[src/hw/rtl/lost_pkg.sv]
// Shared types and constants for the live order size tracker.
// No dependencies.
package lost_pkg;
  localparam int unsigned KeyW  = 31;
  localparam int unsigned SizeW = 32;
  localparam int unsigned TimeW = 52;
  localparam int unsigned TotW  = 40;
  localparam logic [31:0] HashMul = 32'h9E3779B1;

  localparam logic [1:0] TypeConfirm = 2'd1;
  localparam logic [1:0] TypeExec    = 2'd2;
  localparam logic [1:0] TypeCancel  = 2'd3;
  localparam logic [1:0] SideBuy     = 2'd0;
  localparam logic [1:0] SideSell    = 2'd1;
  localparam logic       RegWinStart = 1'b0;
  localparam logic       RegWinEnd   = 1'b1;

  typedef struct packed {
    logic load;     // start probe walk, check window
    logic probe;    // issue probe read
    logic check;    // evaluate registered read
    logic commit;   // write entry and totals
  } ctl_cmd_t;

  typedef struct packed {
    logic skip;     // no table walk needed
    logic done;     // probing finished
    logic init;     // valid bits still being cleared
  } ctl_sts_t;
endpackage

[src/hw/rtl/lost_ctrl.sv]
// Controller state machine for the live order size tracker.
// Depends on lost_pkg.
module lost_ctrl (
  input  logic              clk_i,
  input  logic              rst_ni,
  input  logic              start_i,
  output logic              busy_o,
  output lost_pkg::ctl_cmd_t cmd_o,
  input  lost_pkg::ctl_sts_t sts_i
);
  import lost_pkg::*;

  typedef enum logic [5:0] {
    StInit   = 6'b000001,
    StIdle   = 6'b000010,
    StLoad   = 6'b000100,
    StProbe  = 6'b001000,
    StCheck  = 6'b010000,
    StCommit = 6'b100000
  } state_e;

  state_e state_q, state_d;

  always_comb begin
    state_d = state_q;
    cmd_o   = '0;
    unique case (state_q)
      StInit: begin
        if (!sts_i.init) state_d = StIdle;
      end
      StIdle: begin
        if (start_i) state_d = StLoad;
      end
      StLoad: begin
        cmd_o.load = 1'b1;
        state_d = StProbe;
      end
      StProbe: begin
        if (sts_i.skip) begin
          state_d = StCommit;
        end else begin
          cmd_o.probe = 1'b1;
          state_d = StCheck;
        end
      end
      StCheck: begin
        cmd_o.check = 1'b1;
        if (sts_i.done) state_d = StCommit;
        else begin
          cmd_o.probe = 1'b1;
        end
      end
      StCommit: begin
        cmd_o.commit = 1'b1;
        state_d = StIdle;
      end
      default: state_d = StIdle;
    endcase
  end

  always_ff @(posedge clk_i or negedge rst_ni) begin
    if (!rst_ni) state_q <= StInit;
    else state_q <= state_d;
  end

  assign busy_o = (state_q != StIdle);
endmodule

[config.mk]
export PLATFORM = sky130hd
export DESIGN_NAME = lost_ctrl
export DESIGN_NICKNAME = d
export VERILOG_FILES = /design/src/hw/rtl/lost_pkg.sv /design/src/hw/rtl/lost_ctrl.sv
export SDC_FILE = /design/constraint.sdc
export NUM_CORES = 1
export LEC_CHECK = 0
export ABC_AREA = 1
export BUFFER_PORTS_ARGS = -buffer_cell sky130_fd_sc_hd__clkbuf_2
export CORE_AREA = 2 2 39 41
export CTS_BUF_LIST = sky130_fd_sc_hd__clkbuf_8 sky130_fd_sc_hd__clkbuf_16
export DETAILED_ROUTE_END_ITERATION = 10
export DIE_AREA = 0 0 41 43
export GPL_ROUTABILITY_DRIVEN = 0
export PLACE_DENSITY_LB_ADDON = 0.2
export SETUP_SLACK_MARGIN = 0.4
export SLEW_MARGIN = 0
export SYNTH_ARGS = -nofsm -noshare
export SYNTH_HDL_FRONTEND = slang
export SYNTH_SLANG_ARGS = --single-unit
[constraint.sdc]
create_clock -name clk_i -period 2.15 [get_ports clk_i]
set_input_delay 0.43 -clock clk_i [delete_from_list [all_inputs] [get_ports clk_i]]
set_output_delay 0.43 -clock clk_i [all_outputs]
set_load 0.01 [all_outputs]
==> flow_metrics.tcl <==
set metrics [dict create \
    htreeDepth 1 \
    drive_gt1_share_pct 37.3 \
    port_buffers 10 \
    hp-class "in2async" \
    design_area_um2 519 \
    syn-num-nets 55 \
    antenna_found_initial 0 \
    finalHoldViolations 0 \
    gr-usage-met1_pct 18.6 \
    drtPass1Iterations 2 \
    nets 74 \
    synth_compound_area_share_pct 4.88 \
    final.setup.worst_slack_ns 0.477 \
    synth_top_family_by_area "simple AND/OR/NAND/NOR gates" \
    clkSinkCount 6 \
    place_worst_setup_slack_ns 0.637 \
    syn2layout_area_growth_pct 44.6 \
    top_register "state_q" \
    setup_viol 0 \
    detail-route-antenna-nets 0 \
    core_area_um2 1380 \
    wl_per_cell_um 10.1 \
    ys_seq_area_share_pct 42.2 \
    wirelength_um 842 \
    synthMuxAreaShare_pct 0 \
    irDropWorstVdd_mv 0.389 \
    power_density_nw_per_um2 1170 \
    p_int_uw 378 \
    grt_max_degree 7 \
    relSlewSlack_pct 88.4 \
    p_comb_share_pct 42.0 \
    netlist_area_um2 359 \
    grt_overflow 0 \
    synth_xor_area_share_pct 0 \
    rsz0062_at_grt "false" \
    fin_tns_setup_ns 0 \
    synthAdderAreaFrac_pct 0 \
    synthCells 49 \
    cp_max_fo 5 \
    drt-initial-drc-count 3 \
    slew_viol_final 0 \
    worstMarginPinSlew_ns 0.174 \
    finalCritPeriodShare_pct 77.8 \
    met3_usage_pct 1.57 \
    clockPowerShare_pct 29.9 \
    grt_pass1_wl_um 1300 \
    path_class "reg2out" \
    status "finished, final reports clean" \
    insertion_delay_ns 0.23 \
    place_hpwl_um 620 \
    skew_ns 0.00833 \
    cts_tree "yes" \
    clockBufferDepth 2 \
    numCtsBuffers 3 \
    start_util_pct 25.9 \
    largest_registers "state_q (6)" \
    ys_seq_elements 6 \
    cpPeakStageDelay_ns 0.41 \
    fmax_mhz 598 \
    avgSynthCellArea_um2 7.33 \
    die_h_um 43 \
    cp_num_buf_inv 3 \
    layout_min_cycle_time_ns 1.67 \
    critPathSlowestCell "dfrtp_1" \
    core.rowCount 14 \
    dieArea_um2 1760 \
    num_antenna_cells 0 \
    largest_register_ffs 6 \
    grt.total_usage_pct 11.4 \
    path_cells "nor2_4 -> buf_4 -> nand3_1 -> inv_1 -> clkbuf_2" \
    io_pins 11 \
    ys_types 13 \
    crit_family "flip-flops" \
    vias 335 \
    arrival_ns 1.24 \
    cap_viol_max_count 0 \
    switchingPower_uw 231 \
    yosysWarnings 0 \
    root_buffer "clkbuf_8" \
    sequentialPowerShare_pct 28.2 \
    crit_path_start_kind "flop" \
    crit_path_end_kind "primary output" \
    grt_pass1_vias 284 \
    postCtsHoldBufs 0 \
    synth_simple_gate_area_share_pct 37.3 \
    p_sw_share_pct 38.0 \
    drc 0 \
    placed_cell_area_um2 429 \
    worstPathRequired_ns 1.72 \
    power_uw 609 \
    grtUsageMet2_pct 12.8 \
    top_usage_layer "met1" \
    clk_pin_slew_ns 0.05 \
    die_w_um 41 \
    leakage_nw 0.328 \
    via_per_inst 4.04 \
]
## cell families after synthesis
| kind of cell | Yosys count |
|---|---|
| DFF | 6 |
| and+or+nand+nor | 25 |
| AOI/OAI and AO/OA | 3 |
| buffers and inverters | 15 |
## through the flow
| stage | util (%) | instances | hold WS, ns |
|---|---|---|---|
| after detailed placement | 31.0 | 75 | 0.274 |
| after global placement | 31.0 | 75 | 0.273 |
| after CTS | 34.6 | 79 | 0.0295 |
| final | 37.5 | 83 | 0.0258 |
| after floorplan | - | 49 | 0.134 |
| after global routing | 37.5 | 83 | 0.0296 |
## placed cells by master, fill, tap and decap left out
cell	Yosys	final
buf_2	0	1
nand3_2	1	2
nor2_1	8	8
dfrtp_1	5	5
o21ai_1	0	1
dfstp_2	1	1
o21ai_0	2	1
inv_1	15	16
clkbuf_8	0	3
nor3_2	1	1
nand3_1	4	3
nor2_4	1	3
nand2_1	4	4
buf_4	0	4
clkbuf_2	0	9
nor2_2	3	1
nand4_1	3	3
o21bai_1	1	1
## routing by layer
layer	wire, um	share of wire (%)
met5	0	0
met4	3	0.36
met3	25	3.0
met2	359	43
met1	453	54
## repair_timing
item,4_1_cts,5_1_grt
gates cloned,0,0
setup buffers,0,4
setup endpoints to repair,1,1
pin swaps,0,3
resized for setup,1,4
## final timing paths
check / from / cells after the start / endpoint / slack, ns
max in group asynchronous: rst_ni / 1 / state_q[0] / 1.88
min: rst_ni / 1 / state_q[5] / 0.03
min reg2reg: state_q[0] / 4 / state_q[0] / 0.63
max reg2reg: state_q[3] / 5 / state_q[1] / 0.92
max: state_q[3] / 5 / cmd_o[1] / 0.48
min in group clk_i: sts_i[2] / 2 / state_q[4] / 0.44
## power by group through the flow
| stage | Clock, mW | Sequential (mW) | Combinational [mW] |
|---|---|---|---|
| after CTS | 0.184 | 0.168 | 0.211 |
| after floorplan | 0 | 0.163 | 0.151 |
| after global placement | 0 | 0.167 | 0.206 |
| final | 0.182 | 0.172 | 0.256 |
| after detailed placement | 0 | 0.169 | 0.207 |
| after global routing | 0.195 | 0.175 | 0.288 |
## Yosys cell counts (all sizes together)
cell type   n  area, um2
nor2       12       60.1
o21ai       2       10.0
dfrtp       5        125
nand3       5       30.0
nand4       3       18.8
inv        15       56.3
o21bai      1       7.51
nand2       4       15.0
dfstp       1       26.3
nor3        1       10.0
## area by class of cell
type / instances / area (um2)
clock buffers: 3 / 41.3
clock inverters: 1 / 3.75
fillers: 162 / 865
inverters: 15 / 56.3
multi-input cells: 28 / 166
flip-flops and latches: 6 / 151
well taps: 16 / 20.0
repair buffers: 14 / 80.1
Note: power is estimated with default switching activity, not from simulation.
